<file path="src/hw/rtl/qsdk_pkg.sv">
// ----------------------------------------------------------------------------
// Quintic spline delta kernel package
// Shared widths, fixed-point constants, piece codes and Horner coefficients.
// ----------------------------------------------------------------------------
package qsdk_pkg;

  localparam int FRAC_BITS = 16;

  localparam int COORD_W = 32;
  localparam int CFG_W   = 32;
  localparam int CFG_IDX_W = 2;
  localparam int DIFF_W  = COORD_W + 1;
  localparam int PROD_W  = 64;
  localparam int R_W     = 32;
  localparam int ACC_W   = 35;
  localparam int MAG_W   = ACC_W - 1;
  localparam int PHI_W   = 31;
  localparam int W_W     = 32;
  localparam int Q_FRAC  = 30;

  localparam int PROD_FRAC = 2 * FRAC_BITS;
  localparam int R_SHR = (PROD_FRAC >= Q_FRAC) ? PROD_FRAC - Q_FRAC : 0;
  localparam int R_SHL = (PROD_FRAC >= Q_FRAC) ? 0 : Q_FRAC - PROD_FRAC;

  localparam logic [PROD_W-1:0] SUPPORT_LIMIT = PROD_W'(3) << PROD_FRAC;
  localparam logic [R_W-1:0]    Q30_ONE       = R_W'(1) << Q_FRAC;
  localparam logic [R_W-1:0]    Q30_TWO       = R_W'(2) << Q_FRAC;
  localparam logic [CFG_W-1:0]  CFG_ONE       = CFG_W'(1) << FRAC_BITS;

  localparam int FRONT_STAGES   = 3;
  localparam int HORNER_STEPS   = 5;
  localparam int COMBINE_STAGES = 2;
  localparam int NUM_STAGES     = FRONT_STAGES + HORNER_STEPS + COMBINE_STAGES;

  typedef enum logic [CFG_IDX_W-1:0] {
    REG_INV_SPACING    = 2'd0,
    REG_INV_SPACING_SQ = 2'd1
  } reg_idx_e;

  typedef enum logic [1:0] {
    PIECE_INNER = 2'd0,
    PIECE_MID   = 2'd1,
    PIECE_OUTER = 2'd2
  } piece_e;

  typedef struct packed {
    logic signed [ACC_W-1:0] acc;
    logic [R_W-1:0]          r;
    piece_e                  piece;
    logic                    in_range;
  } axis_t;

  typedef logic signed [ACC_W-1:0] coef_row_t [6];

  localparam coef_row_t PIECE0 = '{
    -35'sd89478485, 35'sd268435456, 35'sd0,
    -35'sd536870912, 35'sd0, 35'sd590558003
  };
  localparam coef_row_t PIECE1 = '{
    35'sd44739243, -35'sd402653184, 35'sd1342177280,
    -35'sd1879048192, 35'sd671088640, 35'sd456340275
  };
  localparam coef_row_t PIECE2 = '{
    -35'sd8947849, 35'sd134217728, -35'sd805306368,
    35'sd2415919104, -35'sd3623878656, 35'sd2174327194
  };

  function automatic logic signed [ACC_W-1:0] coef(piece_e p, logic [2:0] idx);
    logic signed [ACC_W-1:0] c;
    c = '0;
    if (idx < 3'd6) begin
      case (p)
        PIECE_INNER: c = PIECE0[idx];
        PIECE_MID:   c = PIECE1[idx];
        PIECE_OUTER: c = PIECE2[idx];
        default:     c = '0;
      endcase
    end
    return c;
  endfunction

endpackage

</file>
<file path="src/hw/rtl/qsdk_axis_front.sv">
// ----------------------------------------------------------------------------
// Axis front end
// Three stages: absolute difference, scaling by the inverse spacing, and the
// support test with the choice of polynomial piece.
// ----------------------------------------------------------------------------
module qsdk_axis_front import qsdk_pkg::*; (
  input  logic                      clk_i,
  input  logic                      en_i,
  input  logic signed [COORD_W-1:0] a_i,
  input  logic signed [COORD_W-1:0] b_i,
  input  logic [CFG_W-1:0]          inv_spacing_i,
  output axis_t                     axis_o
);

  logic signed [DIFF_W-1:0]   diff;
  logic [DIFF_W-1:0]          mag_d, mag_q;
  logic [DIFF_W+CFG_W-1:0]    full;
  logic [PROD_W-1:0]          prod_d, prod_q;
  logic [R_W-1:0]             r;
  axis_t                      axis_d, axis_q;

  always_comb begin
    diff  = DIFF_W'(a_i) - DIFF_W'(b_i);
    mag_d = diff[DIFF_W-1] ? DIFF_W'(-diff) : DIFF_W'(diff);
  end

  always_comb begin
    full   = (DIFF_W+CFG_W)'(mag_q) * (DIFF_W+CFG_W)'(inv_spacing_i);
    prod_d = full[PROD_W-1:0];
  end

  always_comb begin
    r = R_W'((prod_q >> R_SHR) << R_SHL);
    axis_d.r        = r;
    axis_d.in_range = prod_q < SUPPORT_LIMIT;
    if (r < Q30_ONE) begin
      axis_d.piece = PIECE_INNER;
    end else if (r < Q30_TWO) begin
      axis_d.piece = PIECE_MID;
    end else begin
      axis_d.piece = PIECE_OUTER;
    end
    axis_d.acc = coef(axis_d.piece, 3'd0);
  end

  always_ff @(posedge clk_i) begin
    if (en_i) begin
      mag_q  <= mag_d;
      prod_q <= prod_d;
      axis_q <= axis_d;
    end
  end

  assign axis_o = axis_q;

endmodule

</file>
<file path="config.mk">
export PLATFORM = sky130hd
export DESIGN_NAME = qsdk_axis_front
export DESIGN_NICKNAME = d
export VERILOG_FILES = /design/src/hw/rtl/qsdk_pkg.sv /design/src/hw/rtl/qsdk_axis_front.sv
export SDC_FILE = /design/constraint.sdc
export NUM_CORES = 2
export LEC_CHECK = 0
export BUFFER_PORTS_ARGS = -buffer_cell sky130_fd_sc_hd__buf_2
export CAP_MARGIN = 20
export CORE_MARGIN = 3
export CORE_UTILIZATION = 40
export CTS_BUF_LIST = sky130_fd_sc_hd__clkbuf_4 sky130_fd_sc_hd__clkbuf_8
export DETAILED_ROUTE_END_ITERATION = 10
export GPL_ROUTABILITY_DRIVEN = 0
export SLEW_MARGIN = 20
export SYNTH_ARGS = -nofsm -noshare
export SYNTH_HDL_FRONTEND = slang
export SYNTH_SLANG_ARGS = --single-unit
</file>
<file path="constraint.sdc">
create_clock -name clk_i -period 13.8 [get_ports clk_i]
set_input_delay 2.76 -clock clk_i [delete_from_list [all_inputs] [get_ports clk_i]]
set_output_delay 2.76 -clock clk_i [all_outputs]
set_load 0.01 [all_outputs]
</file>
After elaboration in Yosys (flattened, before gate mapping)
Index checks and enable logic that the tools add are counted.
- input bits: 98
- ROM bits: 0
- bits in latches: 0
- memories: 0
- bits in writable memories: 0
- logic and storage cells: 20
- bits in registers: 167
- equality and inequality tests: 2
- bitwise gates (word level): 0
- $lt $le $gt $ge: 3
- muxes and demuxes: 4
- divide/modulo/power cells: 0
- shift operators: 0
- reduce and logical (&&, ||, !) cells: 1
- multiply operators: 1
- $add $sub $neg: 2
- operator list (operator ; count):
    $pmux W35 S3 ; 1
    $lt A64 B34 Y1 const B ; 1
    $mul A33 B32 Y64 ; 1
    $neg A33 Y33 ; 1
    $sub A32 B32 Y33 ; 1
    $lt A32 B31 Y1 const B ; 1
    $lt A32 B32 Y1 const B ; 1
    $mux W32 ; 1
    $mux W2 ; 2
    $eq A2 B1 Y1 const B ; 1
    $eq A2 B2 Y1 const B ; 1
    $logic_not A2 Y1 ; 1

Longest topological paths before layout
- depth after elaboration: 5
- depth in mapped cells: 31

Worst setup path after synthesis
No wires, ideal clock.
- path type: in2reg
- start: input inv_spacing_i[2]
- end: register prod_q[61], data pin
- path buffers: 1
- arrival: 9613 ps
- setup slack: 3929 ps
- required time: 13542 ps
- stages: 25
- cells stage by stage: clkbuf_1 > and2_1 > fa_1 > inv_1 > fa_1 > fa_1 > fa_1 > inv_1 > fa_1 > inv_1 > fa_1 > inv_1 > fa_1 > fa_1 > ha_1 > nand2_1 > nor3_1 > nand3_1 > o21ai_0 > o21ai_0 > o31a_1 > or2_2 > o21ai_0 > a31oi_1 > xnor2_1
- longest elaborated chain between the ends: 1
- ends and longest elaborated chain (what ; RTL line ; text):
    from (decl) ; qsdk_axis_front.sv:11 ; input logic [CFG_W-1:0] inv_spacing_i,
    $mul A33 B32 Y64 ; qsdk_axis_front.sv:28 ; full = (DIFF_W+CFG_W)'(mag_q) * (DIFF_W+CFG_W)'(inv_spacing_i);
    via full[61] ; qsdk_axis_front.sv:17 ; logic [DIFF_W+CFG_W-1:0] full;
    to (signal assigned) ; qsdk_axis_front.sv:49 ; prod_q <= prod_d;
    to (decl) ; qsdk_axis_front.sv:18 ; logic [PROD_W-1:0] prod_d, prod_q;
The timed path passes the listed nets, and every way through them passes these cells.
A chain may end at the register's enable or synchronous reset.

Worst setup path in the final report
- start: input inv_spacing_i[3]
- end: register prod_q[61], data pin
Same word-level chain as after synthesis.

==> parameters.txt <==
Parameter                              Value

Drt
  First-iteration detailed-routing DRC count ... 1735
  Vias ... 29100
  Count of nets left with antenna violations after detail routing ... 0
  Total detailed-routing wirelength ... 110 mm
  Drt via density ... 5.08
  Remaining design rule violation count ... 0
  DRT Pass-1 Iters ... 6
  Routed wire per std cell ... 19.3 um

Floorplanning
  Cell Rows ... 116
  CORE AREA ... 101000 um2
  I/O pin cnt ... 168
  Height of the die ... 325 um
  Die area ... 106000 um2
  Starting density of the core ... 40.5%
  Horizontal extent of the die ... 325 um

Global routing
  GRT overflow ... 0
  Global-route usage over all layers ... 21.7%
  Antenna violations before repair ... 3
  First-pass GRT wire length ... 179 mm
  Via count of the first global-routing pass ... 31600
  Largest net degree at the start of global routing ... 71

Logic synthesis
  Most area-hungry cell type in the Yosys netlist ... fa_1
  Proportion of netlist area held by the largest area contributor ... 45.5%
  Async SR Flop Fraction ... 0%
  Average footprint of a synthesized cell ... 9.30 um2
  Synthesized Nets ... 5696
  Register area share after synthesis ... 9.80%
  Post-synth EDFFs ... 133
  Post-synthesis cell type count ... 72
  Most repeated cell in the gate-level netlist after synthesis ... inv_1
  Top cells by area, synth ... fa_1, edfxtp_1, inv_1
  Most used DFF post-synth ... edfxtp_1
  Count of warnings emitted by yosys ... 0
  Cells after Synth ... 4382
  Mapped Area ... 40800 um2
  Total of flip-flops plus latches after synthesis ... 133
  Top cells by count, synth ... inv_1, fa_1, nand2_1

Clock tree
  Clock slew at the register clock pins of the worst setup and hold paths ... 0.08 ns
  Clock tree from TritonCTS ... built
  Number of setup buffers added after CTS ... 0
  CTS HTree Levels ... 4
  Number of sinks on the clock net ... 133
  Clk buf depth ... 2
  Clock buffers created by TritonCTS ... 17
  Count of hold-fix buffers inserted at cts ... 0
  Root Buffer Master ... clkbuf_8
  Post-CTS resize count ... 0
  Clk Latency, worst-skew pair ... 0.52 ns

Finish
  Net count reported at finish ... 5673
  Share of cells above drive strength 1 ... 6.15%
  Area overhead of the layout relative to synthesis ... 5.30%

STA
  Final hold vios ... 0
  Peak clock frequency supported by timing ... 0.0941 GHz
  Largest clock skew in the final design ... 0.0169 ns
  Slew of the pin with the lowest slew margin ... 0.941 ns
  Setup repair after global routing missed its margin ... no
  Smallest hold slack ... 0.421 ns
  Slew Viols, Final ... 0
  Aggregate negative setup slack ... 0 ns
  Shortest period the worst path allows ... 10.63 ns
  Total of endpoints with negative setup slack in the final report ... 0
  Share of the cycle needed by the critical path after routing ... 77.0%
  Worst max-slew margin expressed relative to the limit ... 37.3%

Worst setup path
  Critical Path AT ... 10.89 ns
  Buffers plus inverters on the worst setup path ... 5
  Setup CP Type ... in -> reg
  Cell type group with the largest total delay on the critical path ... adder cells
  Worst Setup Start Kind ... input pin
  Crit path capture type ... register
  Slowest cell on the critical path ... buf_2
  Endpoint required time on the critical path ... 14.07 ns
  Critical path's largest stage delay ... 0.56 ns
  Cell seen most often among critical-path stages ... fa_1
  Setup slack, reg-to-reg ... 5.09 ns
  Critical Path Fanout Max ... 33

Flow run
  Max Cap Viol ... 0

Placement
  Dpl hpwl ... 84.7 mm
  Quantity of I/O buffers inserted on ports ... 167

Min path
  Min-delay worst type ... reg -> reg

Run status
  Outcome ... finished, final reports clean
==> final cells by class <==
class                      count  area, um2
fill                        9901      57700
multi-input combinational   2994      31900
sequential                   133       3990
inverter                     996       3740
tap                         1357       1700
timing repair buffer         217       1220
clock buffer                  17        234
clock inverter                14        105
antenna                        2       5.00
==> flip-flops by register name, summed over array words and instances, names as in the netlist <==
register  count
axis_o       38
prod_q       62
mag_q        33
==> logic make-up (layout without fill, tap and decap cells) <==
logic type	Yosys count	count (layout)	share of synthesized area, %
AND/OR/NAND/NOR	1318	1318	15.9
buffers and inverters	1255	1244	11.9
adder cells (fa/ha/maj)	1216	1216	54.4
AO/OA/AOI/OAI	336	336	5.44
flip-flops	133	133	9.80
XOR/XNOR	121	121	2.60
multiplexers	2	2	0.0491
other	1	3	0.00920
==> through the flow <==
step	setup WS [ns]	instances	utilization, %	area [um2]
2_1_floorplan	3.93	4382	-	40800
3_3_place_gp	2.82	5697	42.3	42600
3_5_place_dp	2.66	5697	42.3	42600
4_1_cts	3.24	5728	42.7	42900
5_1_grt	2.80	5729	42.7	42900
6_report	3.17	5730	42.7	42900
==> worst paths after layout <==
check,startpoint,endpoint,cells after the start
hold reg to reg,prod_q[20],axis_o[21],0
hold / removal,prod_q[20],axis_o[21],0
setup / recovery,inv_spacing_i[3],prod_q[61],25
setup reg to reg,mag_q[4],prod_q[61],27
==> per-layer routing <==
metal  share of wire, %  up-vias  GRT usage (%)
met5                  0        -              0
met4                5.4        0           10.1
met3                5.1      231           2.40
met2                 49      908           37.0
met1                 40    15100           27.7
li1                   -    12900              -
==> cells in the final DEF, fill, tap and decap left out, types with 62 or more instances in the layout <==
cell	instances
xnor2_1	76
edfxtp_1	133
a21oi_1	92
buf_2	166
and2_1	476
o21ai_0	62
ha_1	290
inv_1	996
fa_1	926
nand2_1	663
Power is not shown: default switching activity piles up to over one toggle a cycle in this logic, so the estimate is an artifact.
