===== src/hw/rtl/qsdk_pkg.sv =====
// ----------------------------------------------------------------------------
// Quintic spline delta kernel package
// Shared widths, fixed-point constants, piece codes and Horner coefficients.
// ----------------------------------------------------------------------------
package qsdk_pkg;

  localparam int FRAC_BITS = 16;

  localparam int COORD_W = 32;
  localparam int CFG_W   = 32;
  localparam int CFG_IDX_W = 2;
  localparam int DIFF_W  = COORD_W + 1;
  localparam int PROD_W  = 64;
  localparam int R_W     = 32;
  localparam int ACC_W   = 35;
  localparam int MAG_W   = ACC_W - 1;
  localparam int PHI_W   = 31;
  localparam int W_W     = 32;
  localparam int Q_FRAC  = 30;

  localparam int PROD_FRAC = 2 * FRAC_BITS;
  localparam int R_SHR = (PROD_FRAC >= Q_FRAC) ? PROD_FRAC - Q_FRAC : 0;
  localparam int R_SHL = (PROD_FRAC >= Q_FRAC) ? 0 : Q_FRAC - PROD_FRAC;

  localparam logic [PROD_W-1:0] SUPPORT_LIMIT = PROD_W'(3) << PROD_FRAC;
  localparam logic [R_W-1:0]    Q30_ONE       = R_W'(1) << Q_FRAC;
  localparam logic [R_W-1:0]    Q30_TWO       = R_W'(2) << Q_FRAC;
  localparam logic [CFG_W-1:0]  CFG_ONE       = CFG_W'(1) << FRAC_BITS;

  localparam int FRONT_STAGES   = 3;
  localparam int HORNER_STEPS   = 5;
  localparam int COMBINE_STAGES = 2;
  localparam int NUM_STAGES     = FRONT_STAGES + HORNER_STEPS + COMBINE_STAGES;

  typedef enum logic [CFG_IDX_W-1:0] {
    REG_INV_SPACING    = 2'd0,
    REG_INV_SPACING_SQ = 2'd1
  } reg_idx_e;

  typedef enum logic [1:0] {
    PIECE_INNER = 2'd0,
    PIECE_MID   = 2'd1,
    PIECE_OUTER = 2'd2
  } piece_e;

  typedef struct packed {
    logic signed [ACC_W-1:0] acc;
    logic [R_W-1:0]          r;
    piece_e                  piece;
    logic                    in_range;
  } axis_t;

  typedef logic signed [ACC_W-1:0] coef_row_t [6];

  localparam coef_row_t PIECE0 = '{
    -35'sd89478485, 35'sd268435456, 35'sd0,
    -35'sd536870912, 35'sd0, 35'sd590558003
  };
  localparam coef_row_t PIECE1 = '{
    35'sd44739243, -35'sd402653184, 35'sd1342177280,
    -35'sd1879048192, 35'sd671088640, 35'sd456340275
  };
  localparam coef_row_t PIECE2 = '{
    -35'sd8947849, 35'sd134217728, -35'sd805306368,
    35'sd2415919104, -35'sd3623878656, 35'sd2174327194
  };

  function automatic logic signed [ACC_W-1:0] coef(piece_e p, logic [2:0] idx);
    logic signed [ACC_W-1:0] c;
    c = '0;
    if (idx < 3'd6) begin
      case (p)
        PIECE_INNER: c = PIECE0[idx];
        PIECE_MID:   c = PIECE1[idx];
        PIECE_OUTER: c = PIECE2[idx];
        default:     c = '0;
      endcase
    end
    return c;
  endfunction

endpackage


===== src/hw/rtl/qsdk_combine.sv =====
// ----------------------------------------------------------------------------
// Axis combiner
// Clamps both axis values, forms their product in Q1.30 and scales it by the
// inverse spacing squared with saturation, over two stages.
// ----------------------------------------------------------------------------
module qsdk_combine import qsdk_pkg::*; (
  input  logic           clk_i,
  input  logic           en_i,
  input  axis_t          x_i,
  input  axis_t          y_i,
  input  logic [CFG_W-1:0] inv_spacing_sq_i,
  output logic [W_W-1:0] weight_o,
  output logic           in_support_o
);

  logic [PHI_W-1:0]         phi_x, phi_y;
  logic [2*PHI_W-1:0]       pp;
  logic [PHI_W-1:0]         prod_d, prod_q;
  logic                     sup_d, sup_q;
  logic [PHI_W+CFG_W-1:0]   wf;
  logic [PHI_W+CFG_W-1:0]   wr;
  logic [W_W-1:0]           weight_d, weight_q;
  logic                     out_sup_q;

  always_comb begin
    phi_x  = (x_i.in_range && !x_i.acc[ACC_W-1]) ? PHI_W'(x_i.acc) : '0;
    phi_y  = (y_i.in_range && !y_i.acc[ACC_W-1]) ? PHI_W'(y_i.acc) : '0;
    pp     = (2*PHI_W)'(phi_x) * (2*PHI_W)'(phi_y);
    prod_d = PHI_W'((pp + (2*PHI_W)'(1 << (Q_FRAC - 1))) >> Q_FRAC);
    sup_d  = x_i.in_range && y_i.in_range;
  end

  always_comb begin
    wf = (PHI_W+CFG_W)'(prod_q) * (PHI_W+CFG_W)'(inv_spacing_sq_i);
    wr = (wf + (PHI_W+CFG_W)'(1 << (Q_FRAC - 1))) >> Q_FRAC;
    weight_d = (|wr[PHI_W+CFG_W-1:W_W]) ? '1 : wr[W_W-1:0];
  end

  always_ff @(posedge clk_i) begin
    if (en_i) begin
      prod_q    <= prod_d;
      sup_q     <= sup_d;
      weight_q  <= weight_d;
      out_sup_q <= sup_q;
    end
  end

  assign weight_o     = weight_q;
  assign in_support_o = out_sup_q;

endmodule


===== config.mk =====
export PLATFORM = sky130hd
export DESIGN_NAME = qsdk_combine
export DESIGN_NICKNAME = d
export VERILOG_FILES = /design/src/hw/rtl/qsdk_pkg.sv /design/src/hw/rtl/qsdk_combine.sv
export SDC_FILE = /design/constraint.sdc
export NUM_CORES = 2
export LEC_CHECK = 0
export ABC_AREA = 1
export BUFFER_PORTS_ARGS = -buffer_cell sky130_fd_sc_hd__buf_4
export CAP_MARGIN = 20
export CORE_UTILIZATION = 55
export DETAILED_ROUTE_END_ITERATION = 7
export GPL_TIMING_DRIVEN = 0
export PLACE_DENSITY = 0.75
export SLEW_MARGIN = 0
export SYNTH_ARGS = -nofsm -noshare
export SYNTH_HDL_FRONTEND = slang
export SYNTH_SLANG_ARGS = --single-unit

===== constraint.sdc =====
create_clock -name clk_i -period 7.5 [get_ports clk_i]
set_clock_uncertainty 0.15 [all_clocks]
set_input_delay 0.75 -clock clk_i [delete_from_list [all_inputs] [get_ports clk_i]]
set_output_delay 0.75 -clock clk_i [all_outputs]
set_load 0.01 [all_outputs]

# Word level (Yosys, flattened, before mapping)
# Index checks and enable logic that the tools add are counted.
# op_classes
add_sub_neg	2
n_reduce_logical	5
mul	2
mux	2
# ops
op	count
adder 63 x 30 -> 63 bit (second input constant)	1
multiplier 31 x 32 -> 63 bit	1
2-to-1 mux 31 bit	2
adder 61 x 30 -> 61 bit (second input constant)	1
multiplier 31 x 31 -> 61 bit	1
logical AND 1 bit	3
zero test 1 bit	2
# word_totals
elab_cells	15
inputBits	174
regBits	65

# Depth between registers and ports, before layout
# depth
word_depth	5
depth_mapped	38

# Least setup slack after synthesis
# OpenSTA, ideal clock, no wires.
# synth_timing
path_type	input port to flip-flop
startpoint	input port x_i[69] (netlist name)
endpoint	register prod_q[5], data pin
cell_stages	33
arrival_time_ns	7.457
path_buffers	4
setup_time_ns	0.252
slack_ns	-0.360
path_cell_list	inv_1 > nand2_1 > inv_1 > buf_2 > buf_2 > nand2_1 > clkbuf_1 > clkbuf_1 > nor2_1 > fa_1 > inv_1 > fa_1 > inv_1 > fa_1 > inv_1 > fa_1 > inv_1 > fa_1 > fa_1 > fa_1 > inv_1 > fa_1 > inv_1 > ha_1 > a21oi_1 > a21boi_0 > a21boi_0 > a21boi_0 > o21ai_1 > nand2_1 > nand2_1 > nand2_1 > nand2_1
# synth_via
elab_chain_len	5
# synth_rtl
item	line	text
from (decl)	qsdk_combine.sv:9	input axis_t x_i,
zero test 1 bit	qsdk_combine.sv:26	phi_x = (x_i.in_range && !x_i.acc[ACC_W-1]) ? PHI_W'(x_i.acc) : '0;
logical AND 1 bit	qsdk_combine.sv:26	
2-to-1 mux 31 bit	qsdk_combine.sv:26	
multiplier 31 x 31 -> 61 bit	qsdk_combine.sv:28	pp = (2*PHI_W)'(phi_x) * (2*PHI_W)'(phi_y);
adder 61 x 30 -> 61 bit	qsdk_combine.sv:29	prod_d = PHI_W'((pp + (2*PHI_W)'(1 << (Q_FRAC - 1))) >> Q_FRAC);
via prod_d[5]	qsdk_combine.sv:18	logic [PHI_W-1:0] prod_d, prod_q;
to (signal assigned)	qsdk_combine.sv:41	prod_q <= prod_d;
to (decl)	qsdk_combine.sv:18	
# The timed path passes the listed nets, and every way through them passes these cells.
# A chain may end at the register's enable or synchronous reset.

# Worst setup path after layout
# layout_timing
startpoint	input port y_i[69] (netlist name)
endpoint	register prod_q[29], data pin
# layout_via
elab_chain_len	5
# layout_rtl
item	line	text
from (decl)	qsdk_combine.sv:10	input axis_t y_i,
zero test 1 bit	qsdk_combine.sv:27	phi_y = (y_i.in_range && !y_i.acc[ACC_W-1]) ? PHI_W'(y_i.acc) : '0;
logical AND 1 bit	qsdk_combine.sv:27	
2-to-1 mux 31 bit	qsdk_combine.sv:27	
multiplier 31 x 31 -> 61 bit	qsdk_combine.sv:28	
adder 61 x 30 -> 61 bit	qsdk_combine.sv:29	
via prod_d[29]	qsdk_combine.sv:18	
# The timed path passes the listed nets, and every way through them passes these cells.

==> flow_metrics.py <==
metrics = {
    "critical_path": {
        "critPathTopFamily": "adder cells",
        "cpMostUsedCell": "fa_1",
        "arrival_ps": 7870,
        "crit_type": "input port to register",
        "end_kind": "register",
        "crit_buf_inv": 9,
        "required_ps": 7530,
        "crit_path_max_incr_delay_ps": 580,
        "crit_path_start_kind": "input port",
        "worstPathMaxFanout": 10,
        "critPathSlowestCell": "fa_2",
    },
    "sta": {
        "final.period_utilization_pct": 105,
        "final_hold_viol_count": 0,
        "slew_viol_final": 0,
        "fmax_mhz": 127,
        "finalSetupViolations": 33,
        "worst_slack_ps": -343,
        "tightestPinTransition_ps": 1110,
        "period_minus_slack_ps": 7840,
        "rsz0062_at_grt": "true",
        "slew_headroom_pct": 26.2,
    },
    "drt": {
        "wl_met2_um": 130000,
        "drt_iter0_drc": 5492,
        "wl_um": 282000,
        "drtAntennaViolNets": 0,
        "wl_per_cell_um": 26.8,
        "vias": 59200,
        "met3WireLength_um": 27500,
        "vias_per_cell": 5.63,
        "top_layer_used": "met5",
        "drt_pass1_iterations": 7,
        "drt-met1-wl_um": 89400,
        "drc": 0,
    },
    "outcome": {
        "violations": "setup timing",
        "status": "finished, violations left",
    },
    "yosys": {
        "yosysMostFrequentCell": "inv_1",
        "yosysTopAreaCellShare_pct": 50.7,
        "synth_nets": 10900,
        "ys_seq_area_share_pct": 2.90,
        "syn_area_um2": 67300,
        "synthArstFlopShare_pct": 0,
        "yosys-top-cells-area": "fa_1 (51%), inv_1 (14%), nand2_1 (11%)",
        "yosys-top-cells-count": "inv_1 (2524), nand2_1 (1885), fa_1 (1704)",
        "yosysWarnings": 0,
        "yosys_register_bits": 65,
        "synth_edf_count": 65,
        "synth_ff_type": "edfxtp_1",
        "syn_area_per_cell_um2": 7.94,
        "ys_types": 40,
        "syn_inst": 8480,
        "synth_top_cell_by_area": "fa_1",
    },
    "clocking": {
        "clock_path_buffers": 2,
        "root_buffer": "clkbuf_16",
        "clk_latency_ps": 430,
        "tritoncts": "built",
        "hold_buffers": 0,
        "cts_buffers": 9,
        "htreeDepth": 3,
        "cts.sinks": 65,
        "path_clk_slew_ps": 70,
    },
    "final_layout": {
        "multi_input_area_um2": 57600,
        "nNetsFinal": 11300,
        "area_growth_pct": 18.3,
        "drive_gt1_share_pct": 15.7,
        "final-seq-area_um2": 1950,
        "finalCoreUtilization_pct": 66.0,
        "fill_cells": 10200,
    },
    "floorplanning": {
        "die_h_um": 352,
        "die_area_um2": 124000,
        "core_area_um2": 121000,
        "ios": 207,
        "rows": 127,
        "die_x_um": 352,
        "initial_core_util_pct": 55.8,
    },
    "grt": {
        "grt_pass1_wl_um": 405000,
        "grt_pass1_vias": 62200,
        "grt_antenna_before_repair": 7,
        "overflow": 0,
        "grt.total_usage_pct": 46.6,
        "grt_max_degree": 66,
    },
    "hold_path": {
        "hold_class": "register to register",
    },
    "job": {
        "cap_violations": 0,
    },
    "place": {
        "gp_congestion": 1.10,
        "place.port_buffers": 132,
        "hpwl_um": 235000,
    },
}
cell families (layout without fill, tap and decap cells):
logic type	after synthesis	after routing	synth area share (%)
AO/OA/AOI/OAI	377	377	3.07
AND/OR/NAND/NOR	2868	2869	16.6
flip-flops	65	65	2.90
other	0	4	0
adder cells (fa/ha/maj)	2256	2256	60.9
XOR/XNOR	26	26	0.338
buffers and inverters	2888	3313	16.2
cells in the final DEF, fill, tap and decap left out, types with 63 or more instances in the layout:
| master | n |
|---|---|
| inv_1 | 2434 |
| nand2_1 | 1777 |
| fa_1 | 1641 |
| nor2_1 | 661 |
| ha_1 | 498 |
| buf_4 | 390 |
| a21oi_1 | 109 |
| nor2_2 | 104 |
| nand3_1 | 90 |
| buf_6 | 76 |
| o21ai_0 | 76 |
| inv_2 | 69 |
| edfxtp_1 | 65 |
| fa_2 | 63 |
routing by layer:
layer | vias to the layer above | global-route usage [%]
met5 | - | 0.706
li1 | 24800 | -
met4 | 4 | 44.6
met2 | 3702 | 75.7
met1 | 29400 | 49.4
met3 | 1335 | 11.4
state kept, by name, summed over array words and instances (netlist names):
register / count
sup_q: 1
weight_o: 32
in_support_o: 1
prod_q: 31
worst reg2reg max path, delay by kind of cell, from the launching register on:
kind                       cells  cell delay [ps]
adders and majority gates      9             4470
DFF                            1              430
buffers and inverters         12             1070
and+or+nand+nor                9              830
AOI/OAI and AO/OA              2              270
path summary, 6_finish.rpt:
| path | from | end | slack [ps] | cells after the start |
|---|---|---|---|---|
| worst max register to register | prod_q[19] | weight_o[27] | -10 | 32 |
| worst min-delay path | sup_q | in_support_o | 270 | 0 |
| worst min register to register | sup_q | in_support_o | 270 | 0 |
| worst max-delay path | y_i[69] | prod_q[29] | -340 | 30 |
layout make-up:
type	count	area share (%)
sequential	65	2.45
inverter	2553	12.3
buffer	324	5.12
tap	1612	2.53
multi-input combinational	5528	72.4
antenna	4	0.0126
clock inverter	6	0.104
clock buffer	10	0.288
timing repair buffer	420	4.79
repair_timing:
action                     4_1_cts  5_1_grt
setup endpoints to repair       63       63
pin swaps                       91      207
setup buffers                  140      132
gates resized for setup       1165      841
gates cloned                     6        7
metrics by stage:
stage	setup WS (ps)	hold WS (ps)	cell area, µm²	setup TNS, ps	cells
CTS	-265	277	76300	-8210	10400
finish	-343	274	79600	-7790	10500
global route	-465	276	79600	-13820	10500
global placement	-2840	253	70400	-126660	10200
floorplan	-4.00	250	67400	-4.00	8480
detailed placement	-2930	259	70500	-127120	10200
Power is not shown: default switching activity piles up to over one toggle a cycle in this logic, so the estimate is an artifact.
