`src/hw/rtl/qsdk_pkg.sv`:
```
// ----------------------------------------------------------------------------
// Quintic spline delta kernel package
// Shared widths, fixed-point constants, piece codes and Horner coefficients.
// ----------------------------------------------------------------------------
package qsdk_pkg;

  localparam int FRAC_BITS = 16;

  localparam int COORD_W = 32;
  localparam int CFG_W   = 32;
  localparam int CFG_IDX_W = 2;
  localparam int DIFF_W  = COORD_W + 1;
  localparam int PROD_W  = 64;
  localparam int R_W     = 32;
  localparam int ACC_W   = 35;
  localparam int MAG_W   = ACC_W - 1;
  localparam int PHI_W   = 31;
  localparam int W_W     = 32;
  localparam int Q_FRAC  = 30;

  localparam int PROD_FRAC = 2 * FRAC_BITS;
  localparam int R_SHR = (PROD_FRAC >= Q_FRAC) ? PROD_FRAC - Q_FRAC : 0;
  localparam int R_SHL = (PROD_FRAC >= Q_FRAC) ? 0 : Q_FRAC - PROD_FRAC;

  localparam logic [PROD_W-1:0] SUPPORT_LIMIT = PROD_W'(3) << PROD_FRAC;
  localparam logic [R_W-1:0]    Q30_ONE       = R_W'(1) << Q_FRAC;
  localparam logic [R_W-1:0]    Q30_TWO       = R_W'(2) << Q_FRAC;
  localparam logic [CFG_W-1:0]  CFG_ONE       = CFG_W'(1) << FRAC_BITS;

  localparam int FRONT_STAGES   = 3;
  localparam int HORNER_STEPS   = 5;
  localparam int COMBINE_STAGES = 2;
  localparam int NUM_STAGES     = FRONT_STAGES + HORNER_STEPS + COMBINE_STAGES;

  typedef enum logic [CFG_IDX_W-1:0] {
    REG_INV_SPACING    = 2'd0,
    REG_INV_SPACING_SQ = 2'd1
  } reg_idx_e;

  typedef enum logic [1:0] {
    PIECE_INNER = 2'd0,
    PIECE_MID   = 2'd1,
    PIECE_OUTER = 2'd2
  } piece_e;

  typedef struct packed {
    logic signed [ACC_W-1:0] acc;
    logic [R_W-1:0]          r;
    piece_e                  piece;
    logic                    in_range;
  } axis_t;

  typedef logic signed [ACC_W-1:0] coef_row_t [6];

  localparam coef_row_t PIECE0 = '{
    -35'sd89478485, 35'sd268435456, 35'sd0,
    -35'sd536870912, 35'sd0, 35'sd590558003
  };
  localparam coef_row_t PIECE1 = '{
    35'sd44739243, -35'sd402653184, 35'sd1342177280,
    -35'sd1879048192, 35'sd671088640, 35'sd456340275
  };
  localparam coef_row_t PIECE2 = '{
    -35'sd8947849, 35'sd134217728, -35'sd805306368,
    35'sd2415919104, -35'sd3623878656, 35'sd2174327194
  };

  function automatic logic signed [ACC_W-1:0] coef(piece_e p, logic [2:0] idx);
    logic signed [ACC_W-1:0] c;
    c = '0;
    if (idx < 3'd6) begin
      case (p)
        PIECE_INNER: c = PIECE0[idx];
        PIECE_MID:   c = PIECE1[idx];
        PIECE_OUTER: c = PIECE2[idx];
        default:     c = '0;
      endcase
    end
    return c;
  endfunction

endpackage

```
`src/hw/rtl/qsdk_horner_step.sv`:
```
// ----------------------------------------------------------------------------
// Horner step
// One registered step of the polynomial: multiply by r, round to nearest with
// ties away from zero, and add the next coefficient of the selected piece.
// ----------------------------------------------------------------------------
module qsdk_horner_step import qsdk_pkg::*; (
  input  logic       clk_i,
  input  logic       en_i,
  input  logic [2:0] coef_idx_i,
  input  axis_t      axis_i,
  output axis_t      axis_o
);

  logic                    neg;
  logic [MAG_W-1:0]        mag;
  logic [MAG_W+R_W-1:0]    full;
  logic [MAG_W+R_W-1:0]    rnd;
  logic signed [ACC_W-1:0] p;
  logic signed [ACC_W-1:0] pn;
  axis_t                   axis_d, axis_q;

  always_comb begin
    neg  = axis_i.acc[ACC_W-1];
    mag  = neg ? MAG_W'(-axis_i.acc) : MAG_W'(axis_i.acc);
    full = (MAG_W+R_W)'(mag) * (MAG_W+R_W)'(axis_i.r);
    rnd  = (full + (MAG_W+R_W)'(1 << (Q_FRAC - 1))) >> Q_FRAC;
    p    = ACC_W'(rnd);
    pn   = neg ? -p : p;
    axis_d        = axis_i;
    axis_d.acc    = pn + coef(axis_i.piece, coef_idx_i);
  end

  always_ff @(posedge clk_i) begin
    if (en_i) begin
      axis_q <= axis_d;
    end
  end

  assign axis_o = axis_q;

endmodule

```
`config.mk`:
```
export PLATFORM = sky130hd
export DESIGN_NAME = qsdk_horner_step
export DESIGN_NICKNAME = d
export VERILOG_FILES = /design/src/hw/rtl/qsdk_pkg.sv /design/src/hw/rtl/qsdk_horner_step.sv
export SDC_FILE = /design/constraint.sdc
export NUM_CORES = 2
export LEC_CHECK = 0
export BUFFER_PORTS_ARGS = -buffer_cell sky130_fd_sc_hd__buf_2
export CAP_MARGIN = 20
export CORE_UTILIZATION = 36
export DETAILED_ROUTE_END_ITERATION = 10
export GPL_ROUTABILITY_DRIVEN = 0
export GPL_TIMING_DRIVEN = 0
export SYNTH_ARGS = -nofsm -noshare
export SYNTH_HDL_FRONTEND = slang
export SYNTH_SLANG_ARGS = --single-unit
```
`constraint.sdc`:
```
create_clock -name clk_i -period 18.5 [get_ports clk_i]
set_input_delay 2.775 -clock clk_i [delete_from_list [all_inputs] [get_ports clk_i]]
set_output_delay 2.775 -clock clk_i [all_outputs]
set_load 0.01 [all_outputs]
```
== After elaboration in Yosys (flattened, before gate mapping) ==
Memory sizes are Yosys's and may differ from the RTL's.
Cells that the tools add are included.

* Output and inout bits: 70
* Memories: 3
* Memory bits (read-only): 840
* Flip-flop bits (word level): 70
* Input bits: 75
* Logic and storage cells: 28

* Equal/unequal tests: 2
* Multipliers: 1
* Mux-type cells: 10
* $add $sub $neg: 4
* Reductions and logical operators: 1
* Bitwise gates (word level): 1
* Magnitude comparators: 2

{| class="wikitable"
|+ Memories
! memory !! depth !! width !! read ports !! clocked after memory_dff !! write ports !! RTL line !! text
|-
| (name not given) || 8 || 35 || 1 || 0 || 0 || qsdk_pkg.sv:75 || <nowiki>PIECE_OUTER: c = PIECE2[idx];</nowiki>
|-
| (name not given) || 8 || 35 || 1 || 0 || 0 || qsdk_pkg.sv:74 || <nowiki>PIECE_MID: c = PIECE1[idx];</nowiki>
|-
| (name not given) || 8 || 35 || 1 || 0 || 0 || qsdk_pkg.sv:73 || <nowiki>PIECE_INNER: c = PIECE0[idx];</nowiki>
|}

{| class="wikitable"
|+ Operators with widths
! operator !! number
|-
| $mux W35 || 8
|-
| $pmux W35 S3 || 1
|-
| $add A65 B30 Y65 const B || 1
|-
| $mul A34 B32 Y65 || 1
|-
| $add A35 B35 Y35 || 1
|-
| $neg A35 Y35 || 1
|-
| $mux W34 || 1
|-
| $neg A34 Y34 || 1
|-
| $ge A4 B4 Y1 const B || 1
|-
| $not A3 Y4 || 1
|-
| $lt A3 B3 Y1 const B || 1
|-
| $eq A2 B1 Y1 const B || 1
|-
| $eq A2 B2 Y1 const B || 1
|-
| $logic_not A2 Y1 || 1
|}

== Depth between registers and ports, before layout ==
* Depth after elaboration: 7
* Mapped depth: 56
* Depth with buffers taken out: 53

== Least setup slack after synthesis ==
OpenSTA, ideal clock, no wires.

* Kind: in2reg
* Start point: input port axis_i[35] (netlist name)
* End point: register axis_q, in the netlist axis_o[68], data pin
* Data arrival time: 15.607 ns
* Data required time: 18.223 ns
* Setup time: 0.277 ns
* Stages: 49
* Buffers on the path: 3
* Path slack: 2.615 ns
* Path through: clkbuf_1 inv_1 ha_1 nand2b_1 or4_1 or4_1 or2_2 nor2_1 nand2_1 or3_1 o41ai_1 xnor2_1 clkbuf_1 nand2_1 fa_1 fa_1 fa_1 fa_1 [... 13 more ...] or3_1 a31oi_1 xor2_1 nand4b_1 or4_4 o2111a_1 a2111oi_0 xnor2_1 ha_1 a21o_1 a21oi_1 o311ai_0 a21oi_1 o21ai_0 o41ai_1 o21ai_0 o31ai_1 o311ai_0

{| class="wikitable"
|+ RTL lines
! what !! RTL line !! text
|-
| start, declared || qsdk_horner_step.sv:10 || <nowiki>input axis_t axis_i,</nowiki>
|-
| end signal, assigned || qsdk_horner_step.sv:35 || <nowiki>axis_q <= axis_d;</nowiki>
|-
| end, declared || qsdk_horner_step.sv:20 || <nowiki>axis_t axis_d, axis_q;</nowiki>
|}

==> results.toml <==
[worst_setup_path]
critPathRequiredTime_ns = 18.72
worst_setup_ep_type = "register"
critPathMostFrequentCell = "sky130_fd_sc_hd__fa_1"
critical_path.startpoint = "axis_i[35]"
worst_path_largest_cell_delay_ns = 0.98
worst_setup_path_start_kind = "input port"
setup.worst_path.class = "input port to register"
crit_arrival_ns = 18.13
critical_path.max_fanout = 15
crit_path_top_delay_cell = "sky130_fd_sc_hd__xor2_1"

[global_routing]
vias_in_the_first_global_route = 33200
globalRoute.totalOverflow = 0
wire_length_of_the_first_global_routing_pass_um = 215000
grt_util_all_layers = 0.259
grt_max_degree = 54
grt_antenna_before_repair = 20

[worst_hold_path]
hold_path_startpoint = "axis_i[0]"
hold_path.class = "input port to register"
worst_hold_path.num_cells = 1
hold-path-endpoint = "axis_o[0]$_DFFE_PP_"

[sta]
timing_worst_slew_pin_value_ns = 1.29
rsz_0062_raised_after_global_routing = "no"
maxSlewViolCount = 0
setup_viol_count_final = 0
slew-limit-headroom = 0.140
maxClockFrequency_mhz = 55.8
final-hold-violation-count = 0
period_needed_ns = 17.91
period_share = 0.968

[clock_network]
cts_inserted_buffers = 9
post-cts-setup-buffers = 0
cts_tree = "done"
cts.sinks = 70
cts.root.buffer_cell = "sky130_fd_sc_hd__clkbuf_16"
clk_pin_slew_ns = 0.08
max-clock-path-buffers = 2
clock_tree.htree_level_count = 3

[die]
initial_utilization = 0.362
fp.dieH_um = 338
placeableCoreArea_um2 = 112000
ioPinCount = 145
placement_rows = 123
dieArea_um2 = 114000
floorplan.die.width_um = 338

[yosys]
synth_seq_cells = 70
post_synth_num_cell_types = 78
synth_area_um2 = 40700
synth_flop_cell = "sky130_fd_sc_hd__edfxtp_1"
synth-seq-area-share = 0.0516
syn-num-nets = 5765
synth-warning-count = 0
synth_enable_flop_cells = 70
ys_async_sr_fraction = 0
postSynthCellCount = 4413
postSynthAreaPerCell_um2 = 9.23

[route]
routed_wire_length_per_instance_um = 24.0
drc_errors = 0
avgViaCountPerCell = 5.26
dr_total_vias = 32100
detail_route.wirelength_um = 146000
remaining_antenna_violation_count_after_routing = 0
violation_count_after_the_first_detailed_route_iteration = 2704
dr.pass1.iters = 6

[finish]
drive_gt1_frac = 0.0465
largest_reg_flops = 70
fillers = 11400
areaGrowthSynthToFinish_pct = 7.64
finalInstanceArea_um2 = 43800
finish.net_count = 5928

[placed_design]
estimated_wirelength_of_the_detail_placed_design_um = 124000
placed_cell_area_um2 = 43400
port-buffer-count = 142

[flow_run]
cap_violations = 0

[outcome]
run_status = "finished clean"
==> cell usage in the layout, fill, tap and decap left out, types with 73 or more instances in the layout <==
| master | n |
|---|---|
| sky130_fd_sc_hd__fa_1 | 957 |
| sky130_fd_sc_hd__and2_1 | 699 |
| sky130_fd_sc_hd__a21oi_1 | 92 |
| sky130_fd_sc_hd__nand2_1 | 479 |
| sky130_fd_sc_hd__xnor2_1 | 97 |
| sky130_fd_sc_hd__clkbuf_1 | 213 |
| sky130_fd_sc_hd__ha_1 | 320 |
| sky130_fd_sc_hd__o21ai_0 | 73 |
| sky130_fd_sc_hd__buf_2 | 142 |
| sky130_fd_sc_hd__inv_1 | 948 |
==> per-stage QoR <==
stage | setup slack [ns] | TNS (ns) | hold WS (ns) | instances | utilization
6_report | 0.587 | 0 | 2.51 | 6090 | 0.390
5_1_grt | 0.0249 | 0 | 2.50 | 6082 | 0.390
4_1_cts | 0.00539 | 0 | 2.48 | 6078 | 0.389
3_5_place_dp | -0.664 | -1.83 | 2.97 | 6062 | 0.386
3_3_place_gp | -1.16 | -4.46 | 2.95 | 6055 | 0.385
2_1_floorplan | 2.62 | 0 | 2.87 | 4413 | -
==> per-layer routing <==
metal	track usage	wire, µm
met5	0	0
met4	0.159	10200
met3	0.0646	15000
met2	0.393	64300
met1	0.331	56700
==> cell usage after synthesis (9+ instances only) <==
library cell / n / area (µm²)
sky130_fd_sc_hd__o21ai_0: 74 / 370
sky130_fd_sc_hd__o211ai_1: 9 / 67.6
sky130_fd_sc_hd__o31ai_1: 24 / 180
sky130_fd_sc_hd__edfxtp_1: 70 / 2100
sky130_fd_sc_hd__ha_1: 320 / 4000
sky130_fd_sc_hd__a21oi_1: 92 / 460
sky130_fd_sc_hd__xor2_1: 27 / 236
sky130_fd_sc_hd__a31oi_1: 17 / 106
sky130_fd_sc_hd__inv_1: 948 / 3560
sky130_fd_sc_hd__a21o_1: 38 / 285
sky130_fd_sc_hd__nand2_1: 479 / 1800
sky130_fd_sc_hd__nand2b_1: 15 / 93.8
sky130_fd_sc_hd__and3_1: 14 / 87.6
sky130_fd_sc_hd__o21bai_1: 17 / 128
sky130_fd_sc_hd__nand3_1: 18 / 90.1
sky130_fd_sc_hd__nand4_1: 16 / 100
sky130_fd_sc_hd__o21a_1: 9 / 67.6
sky130_fd_sc_hd__clkbuf_1: 222 / 833
sky130_fd_sc_hd__nor3_1: 23 / 115
sky130_fd_sc_hd__and2_1: 699 / 4370
sky130_fd_sc_hd__fa_1: 957 / 19200
sky130_fd_sc_hd__a211oi_1: 19 / 143
sky130_fd_sc_hd__xnor2_1: 100 / 876
sky130_fd_sc_hd__nor2_1: 62 / 233
==> layout make-up <==
cell class              instances  area (µm²)  share of cell area
plain buffers                 224         871              0.0199
multi-input cells            3170       34300               0.782
diodes                          9        22.5            0.000514
inverters                     948        3560              0.0812
flip-flops and latches         70        2100              0.0480
repair buffers                153         850              0.0194
well taps                    1500        1880              0.0428
clock inverters                 5        60.1             0.00137
clock buffers                  11         233             0.00531
==> worst max-delay path: cells and delay by family <==
family	cells	cell delay (ns)
adder cells (fa/ha/maj)	11	4.95
AO/OA/AOI/OAI	15	3.90
XOR/XNOR	3	1.31
buffers and inverters	6	1.58
AND/OR/NAND/NOR	10	3.55
==> cells by family after synthesis <==
logic type / share of synthesized area
compound gates: 0.0591
simple gates: 0.182
flops: 0.0516
fa+ha+maj: 0.569
mux: 0.00184
buf+inv: 0.108
xor+xnor: 0.0279
==> worst max path at each step <==
stage | to | slack, ns | depth (start not counted)
floorplan | axis_o[68]$_DFFE_PP_ | 2.62 | 49
global placement | axis_o[68]$_DFFE_PP_ | -1.16 | 42
detailed placement | axis_o[68]$_DFFE_PP_ | -0.66 | 52
CTS | axis_o[68]$_DFFE_PP_ | 0.005 | 51
global route | axis_o[68]$_DFFE_PP_ | 0.02 | 48
finish | axis_o[68]$_DFFE_PP_ | 0.59 | 45
==> what timing repair did <==
| item | in CTS | in global routing |
|---|---|---|
| setup endpoints to repair | 2 | 6 |
| hold buffers | 0 | 0 |
| gates cloned | 0 | 0 |
| gates resized for setup | 8 | 18 |
Power is not shown: default switching activity piles up to over one toggle a cycle in this logic, so the estimate is an artifact.
